File: src/lrt_pkg.sv
// ============================================================================
// lrt_pkg: shared types and constants for the locomotive refresh table
// Table geometry, command and status codes, and the entry, command and probe
// records that pass between the control logic and the row of table cells.
// ============================================================================
`default_nettype none

package lrt_pkg;

    // Table geometry.
    localparam int TABLE_DEPTH = 8;
    localparam int IDX_W       = (TABLE_DEPTH > 1) ? $clog2(TABLE_DEPTH) : 1;

    // Field widths.
    localparam int KIND_W = 3;
    localparam int ADDR_W = 8;
    localparam int SPD_W  = 8;
    localparam int FBIT_W = 3;
    localparam int FUNC_W = 8;
    localparam int STAT_W = 3;

    // Reset contents of the table.
    localparam logic [ADDR_W-1:0] ADDR_SLOT0_RESET = 8'd99;
    localparam logic [FUNC_W-1:0] FUNC_RESET       = 8'h80;

    // Command codes.
    localparam logic [KIND_W-1:0] K_ADD   = 3'd0;
    localparam logic [KIND_W-1:0] K_SPEED = 3'd1;
    localparam logic [KIND_W-1:0] K_DIR   = 3'd2;
    localparam logic [KIND_W-1:0] K_FUNC  = 3'd3;
    localparam logic [KIND_W-1:0] K_NEXT  = 3'd4;

    // Status codes.
    localparam logic [STAT_W-1:0] ST_OK        = 3'd0;
    localparam logic [STAT_W-1:0] ST_NOT_FOUND = 3'd1;
    localparam logic [STAT_W-1:0] ST_PRESENT   = 3'd2;
    localparam logic [STAT_W-1:0] ST_FULL      = 3'd3;
    localparam logic [STAT_W-1:0] ST_EMPTY     = 3'd4;
    localparam logic [STAT_W-1:0] ST_ZERO      = 3'd5;

    // Control sequencer states.
    typedef enum logic [1:0] {
        S_IDLE,
        S_LAUNCH,
        S_SCAN,
        S_COMMIT
    } t_state;

    // One table slot.
    typedef struct packed {
        logic [ADDR_W-1:0] address;
        logic [SPD_W-1:0]  speed;
        logic              direction;
        logic [FUNC_W-1:0] functions;
    } t_entry;

    // Command held for the duration of one item.
    typedef struct packed {
        logic [KIND_W-1:0] kind;
        logic [ADDR_W-1:0] loco_address;
        logic [SPD_W-1:0]  speed_value;
        logic              direction_value;
        logic [FBIT_W-1:0] function_bit;
        logic              function_on;
    } t_cmd;

    // Search record that walks the row of cells, one cell per cycle.
    typedef struct packed {
        logic             valid;
        logic [IDX_W-1:0] idx;
        logic             hit;
        logic [IDX_W-1:0] hit_idx;
        logic             free;
        logic [IDX_W-1:0] free_idx;
        logic             a_found;
        logic [IDX_W-1:0] a_idx;
        t_entry           a_entry;
        logic             b_found;
        logic [IDX_W-1:0] b_idx;
        t_entry           b_entry;
    } t_probe;

    // Function number zero selects bit four, number n selects bit n-1.
    function automatic logic [FUNC_W-1:0] fn_func_mask(input logic [FBIT_W-1:0] fbit);
        logic [FUNC_W-1:0] mask;
        if (fbit == '0) begin
            mask = FUNC_W'(1) << 4;
        end else begin
            mask = FUNC_W'(1) << (fbit - FBIT_W'(1));
        end
        return mask;
    endfunction

endpackage

`default_nettype wire

File: src/lrt_cmd_if.sv
// ============================================================================
// lrt_cmd_if: command channel of the locomotive refresh table
// Valid/ready channel that carries one command item.
// ============================================================================
`default_nettype none

interface lrt_cmd_if;
    logic                       valid;
    logic                       ready;
    logic [lrt_pkg::KIND_W-1:0] kind;
    logic [lrt_pkg::ADDR_W-1:0] loco_address;
    logic [lrt_pkg::SPD_W-1:0]  speed_value;
    logic                       direction_value;
    logic [lrt_pkg::FBIT_W-1:0] function_bit;
    logic                       function_on;

    modport source (
        output valid, kind, loco_address, speed_value, direction_value,
               function_bit, function_on,
        input  ready
    );

    modport sink (
        input  valid, kind, loco_address, speed_value, direction_value,
               function_bit, function_on,
        output ready
    );
endinterface

`default_nettype wire

File: src/lrt_res_if.sv
// ============================================================================
// lrt_res_if: result channel of the locomotive refresh table
// Valid/ready channel that carries one status and train record item.
// ============================================================================
`default_nettype none

interface lrt_res_if;
    logic                       valid;
    logic                       ready;
    logic [lrt_pkg::STAT_W-1:0] status;
    logic [lrt_pkg::ADDR_W-1:0] train_address;
    logic [lrt_pkg::SPD_W-1:0]  train_speed;
    logic                       train_direction;
    logic [lrt_pkg::FUNC_W-1:0] train_functions;

    modport source (
        output valid, status, train_address, train_speed, train_direction,
               train_functions,
        input  ready
    );

    modport sink (
        input  valid, status, train_address, train_speed, train_direction,
               train_functions,
        output ready
    );
endinterface

`default_nettype wire

File: src/lrt_cell.sv
// ============================================================================
// lrt_cell: one slot of the locomotive refresh table
// Holds one entry, folds it into the search record passing by and hands the
// record to the next cell on the following cycle. Applies a committed update
// when its write enable is raised.
// ============================================================================
`default_nettype none

module lrt_cell (
    input  wire logic                        i_clk,
    input  wire logic                        i_rst_n,
    input  wire logic [lrt_pkg::ADDR_W-1:0]  i_rst_addr,
    input  wire lrt_pkg::t_cmd               i_cmd,
    input  wire logic [lrt_pkg::IDX_W-1:0]   i_scan,
    input  wire logic                        i_we,
    input  wire lrt_pkg::t_probe             i_probe,
    output lrt_pkg::t_probe                  o_probe
);

    lrt_pkg::t_entry r_entry;
    lrt_pkg::t_entry n_entry;
    lrt_pkg::t_probe r_probe;
    lrt_pkg::t_probe n_probe;
    logic            w_occupied;

    assign w_occupied = (r_entry.address != '0);

    // Fold this slot into the passing search record.
    always_comb begin
        n_probe     = i_probe;
        n_probe.idx = i_probe.idx + lrt_pkg::IDX_W'(1);
        if (!i_probe.hit && w_occupied && (r_entry.address == i_cmd.loco_address)) begin
            n_probe.hit     = 1'b1;
            n_probe.hit_idx = i_probe.idx;
        end
        if (!i_probe.free && !w_occupied) begin
            n_probe.free     = 1'b1;
            n_probe.free_idx = i_probe.idx;
        end
        // First occupied slot at or after the scan position.
        if (!i_probe.a_found && w_occupied && (i_probe.idx >= i_scan)) begin
            n_probe.a_found = 1'b1;
            n_probe.a_idx   = i_probe.idx;
            n_probe.a_entry = r_entry;
        end
        // First occupied slot anywhere, used when the scan wraps.
        if (!i_probe.b_found && w_occupied) begin
            n_probe.b_found = 1'b1;
            n_probe.b_idx   = i_probe.idx;
            n_probe.b_entry = r_entry;
        end
    end

    // Entry update on commit.
    always_comb begin
        n_entry = r_entry;
        if (i_we) begin
            case (i_cmd.kind)
                lrt_pkg::K_ADD:   n_entry.address   = i_cmd.loco_address;
                lrt_pkg::K_SPEED: n_entry.speed     = i_cmd.speed_value;
                lrt_pkg::K_DIR:   n_entry.direction = i_cmd.direction_value;
                lrt_pkg::K_FUNC: begin
                    if (i_cmd.function_on) begin
                        n_entry.functions = r_entry.functions
                                            | lrt_pkg::fn_func_mask(i_cmd.function_bit);
                    end else begin
                        n_entry.functions = r_entry.functions
                                            & ~lrt_pkg::fn_func_mask(i_cmd.function_bit);
                    end
                end
                default: n_entry = r_entry;
            endcase
        end
    end

    // Entry storage with its reset contents.
    always_ff @(posedge i_clk) begin
        if (!i_rst_n) begin
            r_entry.address   <= i_rst_addr;
            r_entry.speed     <= '0;
            r_entry.direction <= 1'b1;
            r_entry.functions <= lrt_pkg::FUNC_RESET;
        end else begin
            r_entry <= n_entry;
        end
    end

    // Search record stage toward the neighbor.
    always_ff @(posedge i_clk) begin
        if (!i_rst_n) begin
            r_probe <= '0;
        end else begin
            r_probe <= n_probe;
        end
    end

    assign o_probe = r_probe;

endmodule

`default_nettype wire

File: src/loco_refresh_table_core.sv
// ============================================================================
// loco_refresh_table_core: locomotive refresh table
// Table of locomotive entries kept in a row of cells. Each command sends a
// search record down the row, then commits at most one slot update and
// returns one status and train record.
// ============================================================================
//
//  Channel | Direction | Contents
//  --------+-----------+----------------------------------------------------
//  i_cmd   | in        | kind, loco_address, speed_value, direction_value,
//          |           | function_bit, function_on
//  o_res   | out       | status, train_address, train_speed,
//          |           | train_direction, train_functions
//
// An item is accepted in the idle state; in the launch state the search record
// enters the first cell, in the scan state it walks the row through the register
// of each cell and is captured as it leaves the last cell, and then the commit
// state follows. Reset loads the table contents and clears the scan position.
// A stalled result waits in the output register; the next item is accepted
// meanwhile and holds in its commit state until the output register is free.
// ============================================================================
`default_nettype none

module loco_refresh_table_core (
    input  wire logic  i_clk,
    input  wire logic  i_rst_n,
    lrt_cmd_if.sink    i_cmd,
    lrt_res_if.source  o_res
);

    lrt_pkg::t_state                     r_state;
    lrt_pkg::t_state                     n_state;
    lrt_pkg::t_cmd                       r_cmd;
    lrt_pkg::t_probe                     r_res;
    logic [lrt_pkg::IDX_W-1:0]           r_scan;
    logic [lrt_pkg::IDX_W-1:0]           n_scan;
    lrt_pkg::t_probe                     w_probe [lrt_pkg::TABLE_DEPTH+1];
    logic [lrt_pkg::TABLE_DEPTH-1:0]     w_we;

    logic                                w_accept;
    logic                                w_capture;
    logic                                w_commit;
    logic                                w_write;
    logic [lrt_pkg::IDX_W-1:0]           w_tgt;
    logic [lrt_pkg::STAT_W-1:0]          w_status;
    lrt_pkg::t_entry                     w_train;

    logic                                r_out_valid;
    logic [lrt_pkg::STAT_W-1:0]          r_out_status;
    lrt_pkg::t_entry                     r_out_train;

    assign w_accept  = i_cmd.valid && i_cmd.ready;
    assign w_capture = (r_state == lrt_pkg::S_SCAN) && w_probe[lrt_pkg::TABLE_DEPTH].valid;

    // Sequencer: next state and channel control.
    always_comb begin
        n_state     = r_state;
        i_cmd.ready = 1'b0;
        w_commit    = 1'b0;
        unique case (r_state)
            lrt_pkg::S_IDLE: begin
                i_cmd.ready = 1'b1;
                if (i_cmd.valid) begin
                    n_state = lrt_pkg::S_LAUNCH;
                end
            end
            lrt_pkg::S_LAUNCH: begin
                n_state = lrt_pkg::S_SCAN;
            end
            lrt_pkg::S_SCAN: begin
                if (w_probe[lrt_pkg::TABLE_DEPTH].valid) begin
                    n_state = lrt_pkg::S_COMMIT;
                end
            end
            lrt_pkg::S_COMMIT: begin
                if (!r_out_valid || o_res.ready) begin
                    w_commit = 1'b1;
                    n_state  = lrt_pkg::S_IDLE;
                end
            end
            default: n_state = lrt_pkg::S_IDLE;
        endcase
    end

    always_ff @(posedge i_clk) begin
        if (!i_rst_n) begin
            r_state <= lrt_pkg::S_IDLE;
        end else begin
            r_state <= n_state;
        end
    end

    // Command capture.
    always_ff @(posedge i_clk) begin
        if (w_accept) begin
            r_cmd.kind            <= i_cmd.kind;
            r_cmd.loco_address    <= i_cmd.loco_address;
            r_cmd.speed_value     <= i_cmd.speed_value;
            r_cmd.direction_value <= i_cmd.direction_value;
            r_cmd.function_bit    <= i_cmd.function_bit;
            r_cmd.function_on     <= i_cmd.function_on;
        end
    end

    // Fresh search record enters the first cell in the launch cycle.
    always_comb begin
        w_probe[0]       = '0;
        w_probe[0].valid = (r_state == lrt_pkg::S_LAUNCH);
    end

    // Row of table cells.
    for (genvar gi = 0; gi < lrt_pkg::TABLE_DEPTH; gi++) begin : g_cell
        lrt_cell u_cell (
            .i_clk      (i_clk),
            .i_rst_n    (i_rst_n),
            .i_rst_addr ((gi == 0) ? lrt_pkg::ADDR_SLOT0_RESET : lrt_pkg::ADDR_W'(0)),
            .i_cmd      (r_cmd),
            .i_scan     (r_scan),
            .i_we       (w_we[gi]),
            .i_probe    (w_probe[gi]),
            .o_probe    (w_probe[gi+1])
        );
    end

    // Search record from the last cell.
    always_ff @(posedge i_clk) begin
        if (w_capture) begin
            r_res <= w_probe[lrt_pkg::TABLE_DEPTH];
        end
    end

    // Resolve status, update target and returned entry.
    always_comb begin
        w_status = lrt_pkg::ST_OK;
        w_write  = 1'b0;
        w_tgt    = r_res.hit_idx;
        w_train  = '0;
        n_scan   = r_scan;
        if ((r_cmd.kind <= lrt_pkg::K_FUNC) && (r_cmd.loco_address == '0)) begin
            w_status = lrt_pkg::ST_ZERO;
        end else begin
            case (r_cmd.kind)
                lrt_pkg::K_ADD: begin
                    if (r_res.hit) begin
                        w_status = lrt_pkg::ST_PRESENT;
                    end else if (!r_res.free) begin
                        w_status = lrt_pkg::ST_FULL;
                    end else begin
                        w_write = 1'b1;
                        w_tgt   = r_res.free_idx;
                    end
                end
                lrt_pkg::K_SPEED, lrt_pkg::K_DIR, lrt_pkg::K_FUNC: begin
                    if (r_res.hit) begin
                        w_write = 1'b1;
                    end else begin
                        w_status = lrt_pkg::ST_NOT_FOUND;
                    end
                end
                lrt_pkg::K_NEXT: begin
                    if (r_res.a_found) begin
                        w_train = r_res.a_entry;
                        n_scan  = (r_res.a_idx == lrt_pkg::IDX_W'(lrt_pkg::TABLE_DEPTH - 1))
                                  ? '0 : r_res.a_idx + lrt_pkg::IDX_W'(1);
                    end else if (r_res.b_found) begin
                        w_train = r_res.b_entry;
                        n_scan  = (r_res.b_idx == lrt_pkg::IDX_W'(lrt_pkg::TABLE_DEPTH - 1))
                                  ? '0 : r_res.b_idx + lrt_pkg::IDX_W'(1);
                    end else begin
                        w_status = lrt_pkg::ST_EMPTY;
                    end
                end
                default: w_status = lrt_pkg::ST_OK;
            endcase
        end
    end

    // One-hot write enables for the cells.
    always_comb begin
        for (int i = 0; i < lrt_pkg::TABLE_DEPTH; i++) begin
            w_we[i] = w_commit && w_write && (w_tgt == lrt_pkg::IDX_W'(i));
        end
    end

    // Round-robin scan position.
    always_ff @(posedge i_clk) begin
        if (!i_rst_n) begin
            r_scan <= '0;
        end else if (w_commit) begin
            r_scan <= n_scan;
        end
    end

    // Output register.
    always_ff @(posedge i_clk) begin
        if (!i_rst_n) begin
            r_out_valid <= 1'b0;
        end else if (w_commit) begin
            r_out_valid <= 1'b1;
        end else if (o_res.ready) begin
            r_out_valid <= 1'b0;
        end
    end

    always_ff @(posedge i_clk) begin
        if (w_commit) begin
            r_out_status <= w_status;
            r_out_train  <= w_train;
        end
    end

    assign o_res.valid           = r_out_valid;
    assign o_res.status          = r_out_status;
    assign o_res.train_address   = r_out_train.address;
    assign o_res.train_speed     = r_out_train.speed;
    assign o_res.train_direction = r_out_train.direction;
    assign o_res.train_functions = r_out_train.functions;

    // The search record leaves the row only while the sequencer waits for it.
    ap_probe_in_scan: assert property (@(posedge i_clk) disable iff (!i_rst_n)
        w_probe[lrt_pkg::TABLE_DEPTH].valid |-> (r_state == lrt_pkg::S_SCAN))
        else $error("search record left the row outside the scan state");

    // At most one cell is written per commit.
    ap_we_onehot: assert property (@(posedge i_clk) disable iff (!i_rst_n)
        $onehot0(w_we))
        else $error("more than one cell written");

    // Cells are written only in the commit state.
    ap_we_commit: assert property (@(posedge i_clk) disable iff (!i_rst_n)
        (w_we != '0) |-> (r_state == lrt_pkg::S_COMMIT))
        else $error("cell written outside the commit state");

    // The scan position stays inside the table.
    ap_scan_range: assert property (@(posedge i_clk) disable iff (!i_rst_n)
        r_scan <= lrt_pkg::IDX_W'(lrt_pkg::TABLE_DEPTH - 1))
        else $error("scan position beyond the table");

    // A failing status never carries a train record.
    ap_fail_no_train: assert property (@(posedge i_clk) disable iff (!i_rst_n)
        (o_res.valid && (o_res.status != lrt_pkg::ST_OK)) |-> (o_res.train_address == '0))
        else $error("train record returned with a failing status");

endmodule

`default_nettype wire
File: src/flat_wrapper.sv
// flat-port wrapper written by rule: the top's interface ports become plain ports
module loco_refresh_table_core_flat 
  (i_clk, i_rst_n, i_cmd_valid, i_cmd_kind, i_cmd_loco_address, i_cmd_speed_value, i_cmd_direction_value, i_cmd_function_bit, i_cmd_function_on, i_cmd_ready, o_res_valid, o_res_status, o_res_train_address, o_res_train_speed, o_res_train_direction, o_res_train_functions, o_res_ready);
  lrt_cmd_if i_cmd_i ();
  lrt_res_if o_res_i ();
  input  wire logic i_clk;
  input  wire logic i_rst_n;
  input wire logic [$bits(i_cmd_i.valid)-1:0] i_cmd_valid;
  input wire logic [$bits(i_cmd_i.kind)-1:0] i_cmd_kind;
  input wire logic [$bits(i_cmd_i.loco_address)-1:0] i_cmd_loco_address;
  input wire logic [$bits(i_cmd_i.speed_value)-1:0] i_cmd_speed_value;
  input wire logic [$bits(i_cmd_i.direction_value)-1:0] i_cmd_direction_value;
  input wire logic [$bits(i_cmd_i.function_bit)-1:0] i_cmd_function_bit;
  input wire logic [$bits(i_cmd_i.function_on)-1:0] i_cmd_function_on;
  output wire logic [$bits(i_cmd_i.ready)-1:0] i_cmd_ready;
  output wire logic [$bits(o_res_i.valid)-1:0] o_res_valid;
  output wire logic [$bits(o_res_i.status)-1:0] o_res_status;
  output wire logic [$bits(o_res_i.train_address)-1:0] o_res_train_address;
  output wire logic [$bits(o_res_i.train_speed)-1:0] o_res_train_speed;
  output wire logic [$bits(o_res_i.train_direction)-1:0] o_res_train_direction;
  output wire logic [$bits(o_res_i.train_functions)-1:0] o_res_train_functions;
  input wire logic [$bits(o_res_i.ready)-1:0] o_res_ready;
  assign i_cmd_i.valid = i_cmd_valid;
  assign i_cmd_i.kind = i_cmd_kind;
  assign i_cmd_i.loco_address = i_cmd_loco_address;
  assign i_cmd_i.speed_value = i_cmd_speed_value;
  assign i_cmd_i.direction_value = i_cmd_direction_value;
  assign i_cmd_i.function_bit = i_cmd_function_bit;
  assign i_cmd_i.function_on = i_cmd_function_on;
  assign i_cmd_ready = i_cmd_i.ready;
  assign o_res_valid = o_res_i.valid;
  assign o_res_status = o_res_i.status;
  assign o_res_train_address = o_res_i.train_address;
  assign o_res_train_speed = o_res_i.train_speed;
  assign o_res_train_direction = o_res_i.train_direction;
  assign o_res_train_functions = o_res_i.train_functions;
  assign o_res_i.ready = o_res_ready;
  loco_refresh_table_core u_core (.i_clk(i_clk), .i_rst_n(i_rst_n), .i_cmd(i_cmd_i), .o_res(o_res_i));
endmodule
File: config.mk
export PLATFORM = sky130hd
export DESIGN_NAME = loco_refresh_table_core_flat
export DESIGN_NICKNAME = d
export VERILOG_FILES = /design/src/lrt_pkg.sv /design/src/lrt_cmd_if.sv /design/src/lrt_res_if.sv /design/src/lrt_cell.sv /design/src/loco_refresh_table_core.sv /design/src/flat_wrapper.sv
export SDC_FILE = /design/constraint.sdc
export NUM_CORES = 2
export LEC_CHECK = 0
export BUFFER_PORTS_ARGS = -buffer_cell sky130_fd_sc_hd__buf_2
export CAP_MARGIN = 25
export CORE_ASPECT_RATIO = 1.1
export CORE_MARGIN = 2
export CORE_UTILIZATION = 52
export DETAILED_ROUTE_END_ITERATION = 8
export GPL_ROUTABILITY_DRIVEN = 1
export PLACE_DENSITY_LB_ADDON = 0.3
export SYNTH_ARGS = -nofsm -noshare
export SYNTH_HDL_FRONTEND = slang
export SYNTH_SLANG_ARGS = --single-unit
File: constraint.sdc
create_clock -name i_clk -period 4.3 [get_ports i_clk]
set_input_delay 0 -clock i_clk [delete_from_list [all_inputs] [get_ports i_clk]]
set_output_delay 0 -clock i_clk [all_outputs]
set_load 0.005 [all_outputs]
# ---- Yosys cells after proc, flatten, opt, wreduce, memory -nomap -nowiden
# Cells that the tools add are included.
dict set report op_classes {
  reduce_logical 146
  eq_ne 27
  n_shift 1
  n_lt_le_gt_ge 9
  addsub 9
  muxes 92
  bitwise_logic 26
}
# cell count
set op_table {}
lappend op_table {{$mux W29} 16}
lappend op_table {{$mux W8} 29}
lappend op_table {{$reduce_and A2 Y1} 34}
lappend op_table {{$mux W67} 1}
lappend op_table {{$and A8 B8 Y8} 8}
lappend op_table {{$eq A8 B8 Y1} 8}
lappend op_table {{$mux W4} 16}
lappend op_table {{$not A8 Y8} 8}
lappend op_table {{$or A8 B8 Y8} 8}
lappend op_table {{$reduce_bool A8 Y1} 8}
lappend op_table {{$logic_and A1 B1 Y1} 56}
lappend op_table {{$mux W25} 2}
lappend op_table {{$logic_not A1 Y1} 36}
lappend op_table {{$mux W3} 11}
lappend op_table {{$add A3 B1 Y3 const B} 8}
lappend op_table {{$eq A3 B3 Y1 const B} 7}
lappend op_table {{$ge A3 B3 Y1} 7}
lappend op_table {{$eq A3 B2 Y1 const B} 4}
lappend op_table {{$mux W1} 10}
lappend op_table {{$logic_not A3 Y1} 3}
lappend op_table {{$pmux W3 S3} 1}
lappend op_table {{$logic_not A8 Y1} 1}
lappend op_table {{$mux W2} 4}
lappend op_table {{$pmux W2 S4} 1}
lappend op_table {{18 further kinds} 23}
dict set report totals {
  wordCells 515
  input_bits 28
  out_inout_bits 30
  reg_bits 881
}

# ---- Logic depth before layout (Yosys ltp)
dict set report logic_depth {
  ltp_word 10
  mapped_depth 11
}

# ---- Modules after synthesis
# Synthesis repeated with hierarchy kept, for this count alone.
dict set report unflattened {
  hier_cells 3574
  area_unflattened_um2 35821.9
}
# module instances seq_area_each_um2 cells_each area_each_um2
set modules_own_cells {}
lappend modules_own_cells {{lrt_cell at u_core.g_cell[0].u_cell ...} 7 1981.9 414 3910.0}
lappend modules_own_cells {loco_refresh_table_core 1 3663.5 263 4559.4}
lappend modules_own_cells {{lrt_cell at u_core.g_cell[7].u_cell} 1 1981.9 413 3892.5}

# ---- Worst setup path before layout
# No wires, ideal clock.
dict set report synth_timing {
  path_type {flip-flop to flip-flop}
  start {reg u_core.r_cmd[15] (netlist name)}
  end {reg u_core.g_cell[0].u_cell.r_entry[8] (netlist name)}
  synth_period_minus_slack_ns 2.970
  slack_ns 1.330
  required_ns 4.228
  stages_incl_launch_ff 10
  n_path_buf 3
  arrival_time_ns 2.898
  cell_sequence {edfxtp_1 buf_6 or4_4 or4_1 buf_4 nand3_4 mux2i_2 clkbuf_1 nand3b_1 mux2i_1}
}
dict set report synth_via {
  elab_chain_len 6
  word_cells_on_any_way 8
  cone_classes {2 x mux; 6 x reduce/logical}
}
# item line_no
set synth_lines {}
lappend synth_lines {{start: declaration} loco_refresh_table_core.sv:33} ;# lrt_pkg::t_cmd r_cmd;
lappend synth_lines {{$logic_not A8 Y1 (*)} loco_refresh_table_core.sv:139} ;# if ((r_cmd.kind <= lrt_pkg::K_FUNC) && (r_cmd.loco_address == '0)) begin
lappend synth_lines {{$logic_and A1 B1 Y1 (*)} loco_refresh_table_core.sv:139}
lappend synth_lines {{$mux W3 / $mux W1 (equally long branches)} loco_refresh_table_core.sv:139}
lappend synth_lines {{$logic_not A3 Y1 / $logic_and A1 B1 Y1 (equally long branches)} loco_refresh_table_core.sv:181} ;# w_we[i] = w_commit && w_write && (w_tgt == lrt_pkg::IDX_W'(i));
lappend synth_lines {{$logic_and A1 B1 Y1 (*)} loco_refresh_table_core.sv:181}
lappend synth_lines {{$reduce_and A2 Y1 (no source line) (*)} --}
lappend synth_lines {{end signal: assignment} lrt_cell.sv:84} ;# r_entry <= n_entry;
lappend synth_lines {{end: declaration} lrt_cell.sv:20} ;# lrt_pkg::t_entry r_entry;
# Every way passes the cells marked *; elsewhere a longest branch is shown, timed or not.
# A chain may end at the register's enable or synchronous reset.

# ---- Final worst setup path
dict set report layout_timing {
  start {reg u_core.r_cmd[17] (netlist name)}
  end {reg u_core.g_cell[1].u_cell.r_entry[17] (netlist name)}
}
dict set report layout_via {
  elab_chain_len 6
  word_cells_on_any_way 8
  cone_classes {1 x eq/ne; 2 x mux; 5 x reduce/logical}
}
# item line_no
set layout_lines {}
lappend layout_lines {{$logic_not A8 Y1 (*)} loco_refresh_table_core.sv:139}
lappend layout_lines {{$logic_and A1 B1 Y1 (*)} loco_refresh_table_core.sv:139}
lappend layout_lines {{$mux W3 / $mux W1 (equally long branches)} loco_refresh_table_core.sv:139}
lappend layout_lines {{$eq A3 B1 Y1 / $logic_and A1 B1 Y1 (equally long branches)} loco_refresh_table_core.sv:181}
lappend layout_lines {{$logic_and A1 B1 Y1 (*)} loco_refresh_table_core.sv:181}
lappend layout_lines {{$reduce_and A2 Y1 (no source line) (*)} --}
lappend layout_lines {{end signal: assignment} lrt_cell.sv:84}
lappend layout_lines {{end: declaration} lrt_cell.sv:20}
# Marked as above.

==> results.yml <==
cells_and_area:
  fillerInstances: 4762
  area.growth.synth_to_final_pct: 13.0
  antenna_cells_inserted: 0
  design.final.nets: 3145
  multi_input_combinational_cell_area_um2: 11700
  postLayoutCoreUtil_pct: 59.6
  proportion_of_layout_cells_with_a_drive_suffix_above_1_pct: 8.43
  seq_area_um2: 18300
worst_setup_path:
  critPathMaxStageDelay_ns: 0.67
  timing.critical_path.fanout_max: 30
  worst_r2r_startpoint: "u_core.r_cmd[17]$_DFFE_PP_"
  worst_path_required_time_ns: 4.76
  crit-reg2reg-capture: "u_core.g_cell[1].u_cell.r_entry[17]$_SDFFE_PN0P_"
  dominant_cell_type_by_count_on_the_critical_path: "sky130_fd_sc_hd__or3_1"
  critPathSlowestCell: "sky130_fd_sc_hd__or4_1"
  arrival_ns: 4.14
  setup_crit_path_kind: "reg2reg"
  critPathCaptureType: "register"
  critical-path-top-delay-family: "simple AND/OR/NAND/NOR gates"
  critPathBufInv: 0
  cp-start-kind: "register"
  timing.reg2reg.worst_path_depth: 6
  setup.reg_to_reg.worst_slack_ns: 0.62
  worstPathCellList: "or3_1 -> or4_1 -> nand3_4 -> mux2_2 -> or3_1 -> mux2i_1"
detailed_routing:
  finalWirelength_um: 70000
  wire_per_inst_um: 17.9
  drtIter0Drc: 1756
  vias: 21100
  route.detailed.drc: 0
  via_density_per_instance: 5.41
  route.antenna.remaining_nets: 0
  drt_pass1_iterations: 8
die:
  overall_die_height_um: 260
  die_width_um: 236
  core_area_um2: 58600
  floorplan.initialDensity_pct: 52.7
  boundaryPins: 58
  dieArea_um2: 61400
  placement_rows: 93
global_routing:
  top_usage_layer: "met2"
  groute.layer.met2.usage_pct: 37.2
  grt_start_max_net_pins: 135
  grt_overflow_total: 0
  first_global_vias: 20800
  antenna_found_initial: 1
  grt_first_pass_wirelength_um: 112000
  groute.usage.overall_pct: 22.7
  fraction_of_met1_tracks_used_by_global_routing_pct: 30.9
  gr-usage-met3_pct: 3.27
clock_tree:
  clk_root_buffer_cell: "sky130_fd_sc_hd__clkbuf_16"
  inserted_clock_buffers: 81
  post_cts_resize_count: 0
  post_cts_buffers: 0
  cts_max_level: 3
  cts-hold-fix-buffers: 27
  insertion_delay_ns: 0.61
  tritoncts: "done"
  max-clock-path-buffers: 3
  clock_pin_slew_of_the_registers_on_the_worst_case_setup_and_hold_paths_ns: 0.06
  clkSinkCount: 854
power_and_ir_drop:
  leakage_nw: 14.1
  vdd_ir_drop_max_mv: 0.353
  pwr_density_cell_nw_per_um2: 467
synth:
  synth-edff-count: 118
  syn-instance-count: 3065
  post_synth_cell_types: 65
  synth_top_area_share_pct: 47.7
  post_synth.cell_area_avg_um2: 10.1
  synthesis.nets: 3124
  synth-seq-cells: 854
  ys_seq_area_share_pct: 59.1
  async_flop_share_pct: 0
  dominantRegCellSynth: "sky130_fd_sc_hd__dfxtp_1"
  netlist_top_cells_area: "sky130_fd_sc_hd__dfxtp_1 (48%), sky130_fd_sc_hd__edfxtp_1 (11%), sky130_fd_sc_hd__mux2i_1 (10%), sky130_fd_sc_hd__nand2_1 (7.8%), sky130_fd_sc_hd__a21oi_1 (4.2%)"
  netlist.top_cell.by_area: "sky130_fd_sc_hd__dfxtp_1"
  summed_instance_area_of_the_synthesized_netlist_um2: 30900
  synth-warning-count: 0
sta:
  worst_clock_skew_ns: 0.0225
  finalCriticalPeriod_ns: 3.68
  grt_setup_unrepaired: "false"
  slew_headroom_pct: 31.5
  final_hold_viol_count: 0
  max_freq_mhz: 272
  finalMaxSlewViolations: 0
  fin_setup_tns_ns: 0
  tcrit_tclk_final_pct: 85.5
  setup_viol_count_final: 0
  timing_worst_slew_pin_value_ns: 1.03
outcome:
  status: "finished, final reports clean"
run:
  drv.max_cap_violation_count: 0
worst_hold_path:
  cell_depth_of_the_worst_hold_path: 2
  hold_path.class: "in2reg"
  worstHoldStart: "i_cmd_speed_value[3]"
  worstHoldEndpoint: "u_core.r_cmd[8]$_DFFE_PP_"
placement:
  detailedPlacementHpwl_um: 47200
  io_buffer_count: 57
  gp_routability_congestion: 0.861
## worst max-delay path by stage
stage | start | to | cells past startpoint
finish | u_core.r_cmd[17]$_DFFE_PP_ | u_core.g_cell[1].u_cell.r_entry[17]$_SDFFE_PN0P_ | 6
floorplan | u_core.r_cmd[15]$_DFFE_PP_ | u_core.g_cell[0].u_cell.r_entry[8]$_SDFFE_PN1P_ | 9
global placement | u_core.r_cmd[17]$_DFFE_PP_ | u_core.g_cell[1].u_cell.r_entry[22]$_SDFFE_PN0P_ | 6
global route | u_core.r_cmd[17]$_DFFE_PP_ | u_core.g_cell[1].u_cell.r_entry[17]$_SDFFE_PN0P_ | 6
CTS | u_core.r_cmd[17]$_DFFE_PP_ | u_core.g_cell[1].u_cell.r_entry[17]$_SDFFE_PN0P_ | 6
detailed placement | u_core.r_cmd[17]$_DFFE_PP_ | u_core.g_cell[1].u_cell.r_entry[19]$_SDFFE_PN0P_ | 6
## power by group
| group | switching (mW) | internal, mW |
|---|---|---|
| logic | 0.599 | 0.292 |
| registers | 0.134 | 8.25 |
| clock network | 2.88 | 4.17 |
| total | 3.61 | 12.7 |
## cells in the final DEF, fill, tap and decap left out, types with 31 or more instances in the layout
| master | instances |
|---|---|
| sky130_fd_sc_hd__a21oi_1 | 261 |
| sky130_fd_sc_hd__buf_4 | 39 |
| sky130_fd_sc_hd__nor2_1 | 292 |
| sky130_fd_sc_hd__clkbuf_16 | 84 |
| sky130_fd_sc_hd__buf_2 | 56 |
| sky130_fd_sc_hd__a22oi_1 | 34 |
| sky130_fd_sc_hd__nand2_1 | 640 |
| sky130_fd_sc_hd__ha_1 | 31 |
| sky130_fd_sc_hd__mux2i_1 | 323 |
| sky130_fd_sc_hd__dfxtp_1 | 736 |
| sky130_fd_sc_hd__inv_1 | 33 |
| sky130_fd_sc_hd__edfxtp_1 | 118 |
| sky130_fd_sc_hd__and2_1 | 64 |
| sky130_fd_sc_hd__xor2_1 | 45 |
## cells in the mapped netlist (all sizes together) (34+ instances only)
cell / number
inv: 34
and2: 67
nor3: 34
a21oi: 262
dfxtp: 736
nor2: 293
xor2: 45
nand2: 643
edfxtp: 118
a22oi: 34
clkbuf: 168
mux2i: 324
## area by class of cell
type                            instances  share of cell area (%)
Sequential cell                       854                    52.3
Multi-Input combinational cell       1975                    33.6
Clock buffer                          119                    6.78
Timing Repair Buffer                  136                    3.34
Tap cell                              760                    2.72
Clock inverter                         21                   0.781
Inverter                               38                   0.430
## kinds of logic (layout without fill, tap and decap cells)
family,count (synthesis),in the layout,share of synthesized area (%)
xor gates and xnor gates,69,69,1.96
and+or+nand+nor,1150,1150,16.1
AOI/OAI and AO/OA,399,399,7.94
buffers and inverters,236,314,3.02
DFF,854,854,59.1
adders and majority gates,31,31,1.26
muxes,326,326,10.6
## state kept, by name, summed over array words and instances, names as in the netlist, named ones only
register,cells
u_core.r_state,2
u_core.o_res.train_speed,8
u_core.o_res.train_direction,1
u_core.o_res.train_functions,8
u_core.r_scan,3
u_core.o_res.train_address,8
u_core.g_cell.u_cell.o_probe,530
u_core.r_cmd,24
u_core.o_res.valid,1
u_core.g_cell.u_cell.r_entry,136
u_core.o_res.status,3
u_core.r_res,66
## metal layers
| layer | wire length, um | part of all wire, % | vias up |
|---|---|---|---|
| li1 | - | - | 10400 |
| met1 | 32100 | 46 | 9994 |
| met2 | 32600 | 47 | 637 |
| met3 | 4030 | 5.8 | 102 |
| met4 | 1340 | 1.9 | 0 |
| met5 | 0 | 0 | - |
## metrics by stage
step | power, mW | instance area, um2 | hold WS [ns] | worst slack, ns | std cells
2_1_floorplan | 9.06 | 30900 | 0.0277 | 1.33 | 3065
3_3_place_gp | 9.34 | 31700 | 0.177 | 0.778 | 3724
3_5_place_dp | 9.38 | 31900 | 0.178 | 0.660 | 3731
4_1_cts | 16.4 | 34800 | 0.0541 | 0.638 | 3898
5_1_grt | 16.8 | 34900 | 0.0870 | 0.479 | 3903
6_report | 16.3 | 34900 | 0.0937 | 0.623 | 3903
Note: power is estimated with default switching activity, not from simulation.
